## src/rtl/espm_pkg.sv

```systemverilog
// Types, constants and helpers of the four-motor speed PID block.
package espm_pkg;
  localparam int MOTOR_SLOTS = 4;
  localparam int FRAC_BITS = 24;
  localparam int NUMER_W = 30;
  localparam logic [NUMER_W-1:0] SPEED_NUMER = 30'd1000000000;
  localparam logic [15:0] SPEED_SAT = 16'hFFFF;
  localparam logic [33:0] INTEG_LIMIT = 34'd1023 << FRAC_BITS;
  localparam int CFG_IDX_W = 4;

  typedef enum logic [CFG_IDX_W-1:0] {
    CFG_SETPOINT = 4'd0,
    CFG_GAIN_P   = 4'd1,
    CFG_GAIN_I   = 4'd2,
    CFG_GAIN_D   = 4'd3,
    CFG_PULSES_A = 4'd4,
    CFG_PULSES_B = 4'd5,
    CFG_PULSES_C = 4'd6,
    CFG_PULSES_D = 4'd7
  } cfg_idx_t;

  typedef enum logic {
    KIND_EDGE = 1'b0,
    KIND_TICK = 1'b1
  } kind_t;

  typedef struct packed {
    logic [15:0]      setpoint;
    logic [31:0]      gain_p;
    logic [31:0]      gain_i;
    logic [31:0]      gain_d;
    logic [3:0][11:0] pulses;
  } cfg_t;

  typedef struct packed {
    kind_t       kind;
    logic [1:0]  sel;
    logic [15:0] stamp;
  } item_t;

  function automatic logic [1:0] chan_of_motor(input logic [1:0] m);
    logic [1:0] c;
    case (m)
      2'd0: c = 2'd3;
      2'd1: c = 2'd1;
      2'd2: c = 2'd0;
      default: c = 2'd2;
    endcase
    return c;
  endfunction
endpackage

```

## src/rtl/espm_if.sv

```systemverilog
// Valid/ready channel interfaces for encoder/tick items and duty results.
interface espm_in_if;
  logic        valid;
  logic        ready;
  logic        func;
  logic [1:0]  motor_sel;
  logic [15:0] edge_stamp;
  modport source (output valid, func, motor_sel, edge_stamp, input ready);
  modport sink (input valid, func, motor_sel, edge_stamp, output ready);
endinterface

interface espm_out_if;
  logic       valid;
  logic       ready;
  logic [1:0] pwm_channel;
  logic [9:0] duty_value;
  logic       last_of_tick;
  modport source (output valid, pwm_channel, duty_value, last_of_tick, input ready);
  modport sink (input valid, pwm_channel, duty_value, last_of_tick, output ready);
endinterface

```

## src/rtl/espm_front.sv

```systemverilog
// Front end: accept and classify items into a two-entry queue.
module espm_front import espm_pkg::*; #(
  parameter int NUM_MOTORS = 4
) (
  input  logic   clk,
  input  logic   rst,
  espm_in_if.sink in_ch,
  output logic   q_valid,
  output item_t  q_item,
  input  logic   q_pop
);
  localparam int N_ACT = (NUM_MOTORS > MOTOR_SLOTS) ? MOTOR_SLOTS : NUM_MOTORS;

  item_t      slots [2];
  logic       wr_ptr, rd_ptr;
  logic [1:0] count;
  logic       accept, keep, push;

  assign in_ch.ready = (count != 2'd2);
  assign accept = in_ch.valid && in_ch.ready;
  // drop edges on motors that are not fitted
  assign keep = in_ch.func || ({1'b0, in_ch.motor_sel} < 3'(N_ACT));
  assign push = accept && keep;
  assign q_valid = (count != 2'd0);
  assign q_item = slots[rd_ptr];

  always_ff @(posedge clk) begin
    if (push) begin
      slots[wr_ptr] <= '{kind: kind_t'(in_ch.func), sel: in_ch.motor_sel,
                         stamp: in_ch.edge_stamp};
    end
    if (rst) begin
      wr_ptr <= 1'b0;
      rd_ptr <= 1'b0;
      count <= 2'd0;
    end else begin
      if (push) wr_ptr <= ~wr_ptr;
      if (q_pop) rd_ptr <= ~rd_ptr;
      count <= count + 2'(push) - 2'(q_pop);
    end
  end
endmodule

```

## src/rtl/espm_div.sv

```systemverilog
// Restoring divider of the fixed speed numerator, one quotient bit a cycle.
module espm_div import espm_pkg::*; #(
  parameter int DEN_W = 32
) (
  input  logic               clk,
  input  logic               rst,
  input  logic               start,
  input  logic [DEN_W-1:0]   den,
  output logic               done,
  output logic [NUMER_W-1:0] quot
);
  localparam int CNT_W = $clog2(NUMER_W);

  logic             busy;
  logic [CNT_W-1:0] cnt;
  logic [DEN_W-1:0] divisor, rem;
  logic [DEN_W:0]   rem_sh;

  assign rem_sh = {rem, SPEED_NUMER[cnt]};

  always_ff @(posedge clk) begin
    if (rst) begin
      busy <= 1'b0;
      done <= 1'b0;
    end else begin
      done <= 1'b0;
      if (start) begin
        busy <= 1'b1;
        cnt <= CNT_W'(NUMER_W - 1);
        rem <= '0;
        divisor <= den;
      end else if (busy) begin
        if (rem_sh >= {1'b0, divisor}) begin
          rem <= DEN_W'(rem_sh - {1'b0, divisor});
          quot <= {quot[NUMER_W-2:0], 1'b1};
        end else begin
          rem <= DEN_W'(rem_sh);
          quot <= {quot[NUMER_W-2:0], 1'b0};
        end
        if (cnt == '0) begin
          busy <= 1'b0;
          done <= 1'b1;
        end else begin
          cnt <= cnt - 1'b1;
        end
      end
    end
  end
endmodule

```

## src/rtl/espm_back.sv

```systemverilog
// Back end: speed update per edge and the PID sequence per tick.
module espm_back import espm_pkg::*; #(
  parameter int NUM_MOTORS = 4,
  parameter int DUTY_MAX = 1023,
  parameter int TICK_SCALE = 16
) (
  input  logic       clk,
  input  logic       rst,
  input  cfg_t       cfg,
  input  logic       q_valid,
  input  item_t      q_item,
  output logic       q_pop,
  espm_out_if.source out_ch
);
  localparam int N_ACT = (NUM_MOTORS > MOTOR_SLOTS) ? MOTOR_SLOTS : NUM_MOTORS;
  localparam int PER_W = 16 + $clog2(TICK_SCALE + 1);
  localparam int DEN_W = 12 + PER_W;
  localparam int PROD_W = 51;
  localparam int I_W = 52;
  localparam int SUM_W = 54;
  localparam logic signed [SUM_W-1:0] DUTY_TOP = SUM_W'(DUTY_MAX) << FRAC_BITS;

  typedef enum logic [3:0] {
    S_IDLE, S_DEN, S_DIV, S_ERR, S_MP, S_MI, S_MD, S_INT, S_SUM, S_EMIT
  } state_t;

  state_t state;
  logic [1:0]  sel, m;
  logic [15:0] stamp;
  logic [PER_W-1:0] period;
  logic [DEN_W-1:0] den;
  logic        div_start, div_done;
  logic [NUMER_W-1:0] quot;

  logic [15:0] speed [MOTOR_SLOTS];
  logic [15:0] pstamp [MOTOR_SLOTS];
  logic [33:0] integ [MOTOR_SLOTS];
  logic signed [16:0] perr [MOTOR_SLOTS];

  logic signed [16:0] err, err_new;
  logic signed [17:0] diff;
  logic signed [17:0] mul_a;
  logic signed [32:0] mul_b;
  logic signed [PROD_W-1:0] prod, p_reg, ip_reg, d_reg;
  logic signed [I_W-1:0] isum;
  logic [33:0] i_clamp, i_reg;
  logic signed [SUM_W-1:0] sum;
  logic [SUM_W-1:0] duty_full;
  logic [9:0] duty;

  assign q_pop = (state == S_IDLE) && q_valid;
  assign den = DEN_W'(cfg.pulses[sel]) * DEN_W'(period);
  assign div_start = (state == S_DEN) && (den != '0);

  espm_div #(.DEN_W(DEN_W)) u_div (
    .clk(clk), .rst(rst), .start(div_start), .den(den),
    .done(div_done), .quot(quot)
  );

  assign err_new = $signed({1'b0, cfg.setpoint}) - $signed({1'b0, speed[m]});

  // one shared multiplier, one product per state
  always_comb begin
    case (state)
      S_MD: begin
        mul_a = diff;
        mul_b = $signed({1'b0, cfg.gain_d});
      end
      S_MI: begin
        mul_a = 18'(err);
        mul_b = $signed({1'b0, cfg.gain_i});
      end
      default: begin
        mul_a = 18'(err);
        mul_b = $signed({1'b0, cfg.gain_p});
      end
    endcase
  end
  assign prod = PROD_W'(mul_a * mul_b);

  assign isum = I_W'($signed({1'b0, integ[m]})) + I_W'(ip_reg);
  always_comb begin
    if (isum < 0) i_clamp = '0;
    else if (isum > I_W'($signed({1'b0, INTEG_LIMIT}))) i_clamp = INTEG_LIMIT;
    else i_clamp = 34'(isum);
  end

  assign sum = SUM_W'(p_reg) + SUM_W'($signed({1'b0, i_reg})) + SUM_W'(d_reg);
  always_comb begin
    if (sum < 0) duty_full = '0;
    else if (sum > DUTY_TOP) duty_full = SUM_W'(DUTY_MAX);
    else duty_full = SUM_W'(sum >>> FRAC_BITS);
  end

  always_ff @(posedge clk) begin
    if (rst) begin
      state <= S_IDLE;
      out_ch.valid <= 1'b0;
      for (int k = 0; k < MOTOR_SLOTS; k++) begin
        speed[k] <= '0;
        pstamp[k] <= '0;
        integ[k] <= '0;
        perr[k] <= '0;
      end
    end else begin
      // drop a taken duty; the emit state reloads or holds it itself
      if (out_ch.valid && out_ch.ready && (state != S_EMIT)) out_ch.valid <= 1'b0;
      case (state)
        S_IDLE: begin
          if (q_valid) begin
            sel <= q_item.sel;
            stamp <= q_item.stamp;
            m <= 2'd0;
            period <= PER_W'(16'(q_item.stamp - pstamp[q_item.sel])) * PER_W'(TICK_SCALE);
            state <= (q_item.kind == KIND_TICK) ? S_ERR : S_DEN;
          end
        end
        S_DEN: begin
          // zero divisor saturates at once
          if (den == '0) begin
            speed[sel] <= SPEED_SAT;
            pstamp[sel] <= stamp;
            state <= S_IDLE;
          end else begin
            state <= S_DIV;
          end
        end
        S_DIV: begin
          if (div_done) begin
            speed[sel] <= (quot > NUMER_W'(SPEED_SAT)) ? SPEED_SAT : quot[15:0];
            pstamp[sel] <= stamp;
            state <= S_IDLE;
          end
        end
        S_ERR: begin
          err <= err_new;
          diff <= 18'(err_new) - 18'(perr[m]);
          state <= S_MP;
        end
        S_MP: begin
          p_reg <= prod;
          state <= S_MI;
        end
        S_MI: begin
          ip_reg <= prod;
          state <= S_MD;
        end
        S_MD: begin
          d_reg <= prod;
          state <= S_INT;
        end
        S_INT: begin
          i_reg <= i_clamp;
          integ[m] <= i_clamp;
          state <= S_SUM;
        end
        S_SUM: begin
          duty <= duty_full[9:0];
          perr[m] <= err;
          state <= S_EMIT;
        end
        S_EMIT: begin
          if (!out_ch.valid || out_ch.ready) begin
            out_ch.valid <= 1'b1;
            out_ch.pwm_channel <= chan_of_motor(m);
            out_ch.duty_value <= duty;
            out_ch.last_of_tick <= (m == 2'(N_ACT - 1));
            if (m == 2'(N_ACT - 1)) begin
              state <= S_IDLE;
            end else begin
              m <= m + 1'b1;
              state <= S_ERR;
            end
          end
        end
        default: state <= S_IDLE;
      endcase
    end
  end
endmodule

```

## src/rtl/encoder_speed_pid_four_motor.sv

```systemverilog
// Top level of the four-motor encoder speed measurement and PID block.
//
//   channel | direction | transaction
//   in_ch   | sink      | encoder edge (func 0) or control tick (func 1)
//   out_ch  | source    | one duty per motor, last_of_tick on the final one
//   cfg     | write     | cfg_we / cfg_index / cfg_data, no read-back
//
// An edge item runs the restoring divider of the speed numerator, which
// resolves one quotient bit per cycle; a zero divisor saturates at once.
// A tick item runs, for each motor, the error step, then the PID terms on
// one shared multiplier, one term per cycle, then the integral clamp, sum
// and emit.
// Synchronous reset clears the config to its defaults and all motor state.
// The two-entry queue keeps accepting while the back end works or while a
// duty waits at the output register, until both entries fill; a stalled
// output holds the PID in its emit step.
module encoder_speed_pid_four_motor import espm_pkg::*; #(
  parameter int NUM_MOTORS = 4,
  parameter int DUTY_MAX = 1023,
  parameter int TICK_SCALE = 16
) (
  input  logic                 clk,
  input  logic                 rst,
  espm_in_if.sink              in_ch,
  espm_out_if.source           out_ch,
  input  logic                 cfg_we,
  input  logic [CFG_IDX_W-1:0] cfg_index,
  input  logic [31:0]          cfg_data
);
  cfg_t  cfg;
  logic  q_valid, q_pop;
  item_t q_item;

  // Hold the register file; indexes past the list are dropped.
  always_ff @(posedge clk) begin
    if (rst) begin
      cfg.setpoint <= 16'd500;
      cfg.gain_p <= 32'd1056125747;
      cfg.gain_i <= 32'd16056;
      cfg.gain_d <= 32'd4;
      cfg.pulses[0] <= 12'd1000;
      cfg.pulses[1] <= 12'd460;
      cfg.pulses[2] <= 12'd630;
      cfg.pulses[3] <= 12'd640;
    end else if (cfg_we) begin
      case (cfg_index)
        CFG_SETPOINT: cfg.setpoint <= cfg_data[15:0];
        CFG_GAIN_P:   cfg.gain_p <= cfg_data;
        CFG_GAIN_I:   cfg.gain_i <= cfg_data;
        CFG_GAIN_D:   cfg.gain_d <= cfg_data;
        CFG_PULSES_A: cfg.pulses[0] <= cfg_data[11:0];
        CFG_PULSES_B: cfg.pulses[1] <= cfg_data[11:0];
        CFG_PULSES_C: cfg.pulses[2] <= cfg_data[11:0];
        CFG_PULSES_D: cfg.pulses[3] <= cfg_data[11:0];
        default: ;
      endcase
    end
  end

  // Accept and classify; drop edges for motors not fitted.
  espm_front #(.NUM_MOTORS(NUM_MOTORS)) u_front (
    .clk(clk), .rst(rst), .in_ch(in_ch),
    .q_valid(q_valid), .q_item(q_item), .q_pop(q_pop)
  );

  // Carry out speed updates and PID runs.
  espm_back #(
    .NUM_MOTORS(NUM_MOTORS), .DUTY_MAX(DUTY_MAX), .TICK_SCALE(TICK_SCALE)
  ) u_back (
    .clk(clk), .rst(rst), .cfg(cfg),
    .q_valid(q_valid), .q_item(q_item), .q_pop(q_pop), .out_ch(out_ch)
  );
endmodule

```

## src/flat_wrapper.sv

```systemverilog
// flat-port wrapper written by rule: the top's interface ports become plain ports
module encoder_speed_pid_four_motor_flat import espm_pkg::*;
#(
  parameter int NUM_MOTORS = 4,
  parameter int DUTY_MAX = 1023,
  parameter int TICK_SCALE = 16
)
  (clk, rst, cfg_we, cfg_index, cfg_data, in_ch_valid, in_ch_func, in_ch_motor_sel, in_ch_edge_stamp, in_ch_ready, out_ch_valid, out_ch_pwm_channel, out_ch_duty_value, out_ch_last_of_tick, out_ch_ready);
  espm_in_if in_ch_i ();
  espm_out_if out_ch_i ();
  input  logic clk;
  input  logic rst;
  input  logic cfg_we;
  input  logic [CFG_IDX_W-1:0] cfg_index;
  input  logic [31:0] cfg_data;
  input wire logic [$bits(in_ch_i.valid)-1:0] in_ch_valid;
  input wire logic [$bits(in_ch_i.func)-1:0] in_ch_func;
  input wire logic [$bits(in_ch_i.motor_sel)-1:0] in_ch_motor_sel;
  input wire logic [$bits(in_ch_i.edge_stamp)-1:0] in_ch_edge_stamp;
  output wire logic [$bits(in_ch_i.ready)-1:0] in_ch_ready;
  output wire logic [$bits(out_ch_i.valid)-1:0] out_ch_valid;
  output wire logic [$bits(out_ch_i.pwm_channel)-1:0] out_ch_pwm_channel;
  output wire logic [$bits(out_ch_i.duty_value)-1:0] out_ch_duty_value;
  output wire logic [$bits(out_ch_i.last_of_tick)-1:0] out_ch_last_of_tick;
  input wire logic [$bits(out_ch_i.ready)-1:0] out_ch_ready;
  assign in_ch_i.valid = in_ch_valid;
  assign in_ch_i.func = in_ch_func;
  assign in_ch_i.motor_sel = in_ch_motor_sel;
  assign in_ch_i.edge_stamp = in_ch_edge_stamp;
  assign in_ch_ready = in_ch_i.ready;
  assign out_ch_valid = out_ch_i.valid;
  assign out_ch_pwm_channel = out_ch_i.pwm_channel;
  assign out_ch_duty_value = out_ch_i.duty_value;
  assign out_ch_last_of_tick = out_ch_i.last_of_tick;
  assign out_ch_i.ready = out_ch_ready;
  encoder_speed_pid_four_motor #(.NUM_MOTORS(NUM_MOTORS), .DUTY_MAX(DUTY_MAX), .TICK_SCALE(TICK_SCALE)) u_core (.clk(clk), .rst(rst), .in_ch(in_ch_i), .out_ch(out_ch_i), .cfg_we(cfg_we), .cfg_index(cfg_index), .cfg_data(cfg_data));
endmodule
```

## config.mk

```make
export PLATFORM = sky130hd
export DESIGN_NAME = encoder_speed_pid_four_motor_flat
export DESIGN_NICKNAME = d
export VERILOG_FILES = /design/src/rtl/espm_pkg.sv /design/src/rtl/espm_if.sv /design/src/rtl/espm_front.sv /design/src/rtl/espm_div.sv /design/src/rtl/espm_back.sv /design/src/rtl/encoder_speed_pid_four_motor.sv /design/src/flat_wrapper.sv
export SDC_FILE = /design/constraint.sdc
export NUM_CORES = 2
export LEC_CHECK = 0
export BUFFER_PORTS_ARGS = -buffer_cell sky130_fd_sc_hd__buf_2
export CORE_ASPECT_RATIO = 1.5
export CORE_UTILIZATION = 41
export CTS_BUF_LIST = sky130_fd_sc_hd__clkbuf_4
export CTS_CLUSTER_DIAMETER = 150
export DETAILED_ROUTE_END_ITERATION = 10
export PLACE_DENSITY = 0.62
export SYNTH_ARGS = -nofsm -noshare
export SYNTH_HDL_FRONTEND = slang
export SYNTH_HIERARCHICAL = 1
export SYNTH_SLANG_ARGS = --single-unit
```

## constraint.sdc

```tcl
create_clock -name clk -period 14.7 [get_ports clk]
set_input_delay 0.735 -clock clk [delete_from_list [all_inputs] [get_ports clk]]
set_output_delay 0.735 -clock clk [all_outputs]
set_load 0.005 [all_outputs]
```

==> results.toml <==
[logic_synthesis]
synth_area_leaders = "edfxtp_1 (31%), fa_1 (18%), ha_1 (7.2%)"
yosys.area.top_type = "edfxtp_1"
ys_ff_latch = 927
synth_top_cell_area_share_pct = 31.09
syn_area_um2 = 72640
yosysWarnings = 6
synth-edff-count = 752
avgSynthCellArea_um2 = 10.34
async_flop_share_pct = 0
ys_types = 103
synth_cells = 7024
ys.flop_type = "edfxtp_1"
synth_seq_area_share_pct = 35.91

[setup_path]
worst_path_largest_cell_delay_ns = 0.93
cp_data_arrival_time_ns = 11.63
end_kind = "flop"
critPathMostFrequentCell = "fa_1"
crit_type = "reg2reg"
critPathTopFamily = "simple AND/OR/NAND/NOR gates"
startpoint_type = "flop"
critical_path_buf_inv_count = 4
cp_max_fo = 36
required_ns = 15.77
slowest_stage = "edfxtp_1"

[sta]
final_hold_viol_count = 0
worstMarginPinSlew_ns = 1.274
timing.final.crit_share_pct = 71.82
drv_slew = 0
hold_slack_ns = 0.1637
fin_worst_skew_ns = 0.08571
setup_viol = 0
rsz0062_at_grt = "false"
max_freq_mhz = 94.72
max-slew-margin-rel_pct = 14.83
period_minus_slack_ns = 10.56
tns_ns = 0

[global_route]
gr-total-overflow = 0
use_met2_pct = 41.81
busiest_layer = "met2"
grt_util_met3_pct = 3.277
track_usage_pct = 22.48
grt_pass1_wl_um = 313100
grt_max_degree = 116
first_global_vias = 55569
antenna_found_initial = 4
grt_use_met1_pct = 24.48

[floorplan]
dieArea_um2 = 178900
start_util_pct = 41.40
die_h_um = 517.5
core_um2 = 175500
die_w_um = 345.7
io-pin-count = 75
rows = 188

[place]
port_buffers = 74
hpwl_um = 147700
routabilityCongestion = 0.9049
placedInstanceArea_um2 = 75190
placed_cells = 9109

[clocking]
cts.sinks = 927
cts_buffers = 225
postCtsSetupBuffers = 0
clk_pin_slew_ns = 0.07
clk_latency_ns = 1.20
cts-root-buf = "clkbuf_4"
cts_hold_buf = 55
post_cts_resized = 0
htreeDepth = 4
cts_tree = "yes"
clk_path_buf_depth = 3

[hold_path]
hold_path_class = "in2reg"

[route]
viasPerCell = 5.465
drt_iter0_drc = 3380
routed_wl_um = 200900
dr.pass1.iters = 5
ant_nets = 0
remaining_drc_errors = 0
vias = 52383
post_drt_wl_per_cell_um = 20.96

[cells_and_area]
largest_register = "u_core/cfg"
drive_above_1_share_pct = 10.26
largestRegisters = "u_core/cfg x160, u_core/u_back/integ x136, u_core/u_back/perr x68"
largest_register_ff_count = 160
final_common_cell = "inv_1"
postLayoutCellArea_um2 = 78780
layout.cells.non_filler = 9585
nets = 8248
syn2layout_area_growth_pct = 8.448
final_cell_mix = "inv_1 (924), nand2_1 (765), edfxtp_1 (752), fa_1 (660), nor2_1 (459)"

[outcome]
status = "finished, final reports clean"

[flow_run]
drv_cap = 0
## worst register-to-register path: cells and delay by family (launching register included)
kind | cells | cell delay (ns)
buffers and inverters | 4 | 0.75
muxes | 3 | 1.11
DFF | 1 | 0.93
AOI/OAI and AO/OA | 4 | 0.87
adders and majority gates | 7 | 3.21
and+or+nand+nor | 11 | 3.57
## final timing paths
kind | from | endpoint | slack [ns] | cells after the start
worst min-delay path | cfg_data[14] | u_core/cfg[158]$_SDFFE_PP0P_ | 0.16 | 3
worst min register to register | u_core/u_back/duty[2]$_SDFFCE_PN0P_ | u_core/u_back/out_ch.duty_value[2]$_DFFE_PP_ | 0.40 | 0
worst max register to register | u_core/u_back/sel[0]$_DFFE_PP_ | u_core/u_back/u_div/rem_sh[0]$_DFF_P_ | 4.14 | 29
worst max-delay path | u_core/u_back/sel[0]$_DFFE_PP_ | u_core/u_back/u_div/rem_sh[0]$_DFF_P_ | 4.14 | 29
## cell usage after synthesis, types with 120 or more instances
library cell  instances
a21oi_1             375
clkbuf_1            286
dfxtp_1             175
edfxtp_1            752
fa_1                660
ha_1                417
inv_1               925
mux2i_1             198
nand2_1             765
nand2b_1            189
nor2_1              467
nor3_1              172
o21ai_0             177
xnor2_1             120
## cell type report
class	count	area (µm²)
antenna	6	15.01
clock buffer	331	2485
clock inverter	84	539.3
fill	16576	96700
inverter	929	3487
multi-input combinational	4819	41780
sequential	927	26100
tap	2280	2853
timing repair buffer	209	1528
## through the flow
| stage | util [%] | worst slack (ns) |
|---|---|---|
| 2_1_floorplan | - | 4.217 |
| 3_3_place_gp | 42.85 | 4.176 |
| 3_5_place_dp | 42.85 | 4.101 |
| 4_1_cts | 44.89 | 4.069 |
| 5_1_grt | 44.89 | 3.463 |
| 6_report | 44.89 | 4.142 |
## cell families after synthesis
logic type / Yosys count / synth area share [%]
XOR/XNOR: 166 / 2.001
flip-flops: 927 / 35.91
AND/OR/NAND/NOR: 2193 / 14.47
buffers and inverters: 1282 / 6.877
multiplexers: 317 / 6.046
other: 1 / 0.005162
AO/OA/AOI/OAI: 1061 / 9.316
adder cells (fa/ha/maj): 1077 / 25.37
## per-layer routing
layer	vias to the layer above	share of wire, %
li1	24194	-
met1	26100	37
met2	1605	53
met3	482	5.0
met4	2	5.3
met5	-	0.0050
Power is not shown: default switching activity piles up to over one toggle a cycle in this logic, so the estimate is an artifact.
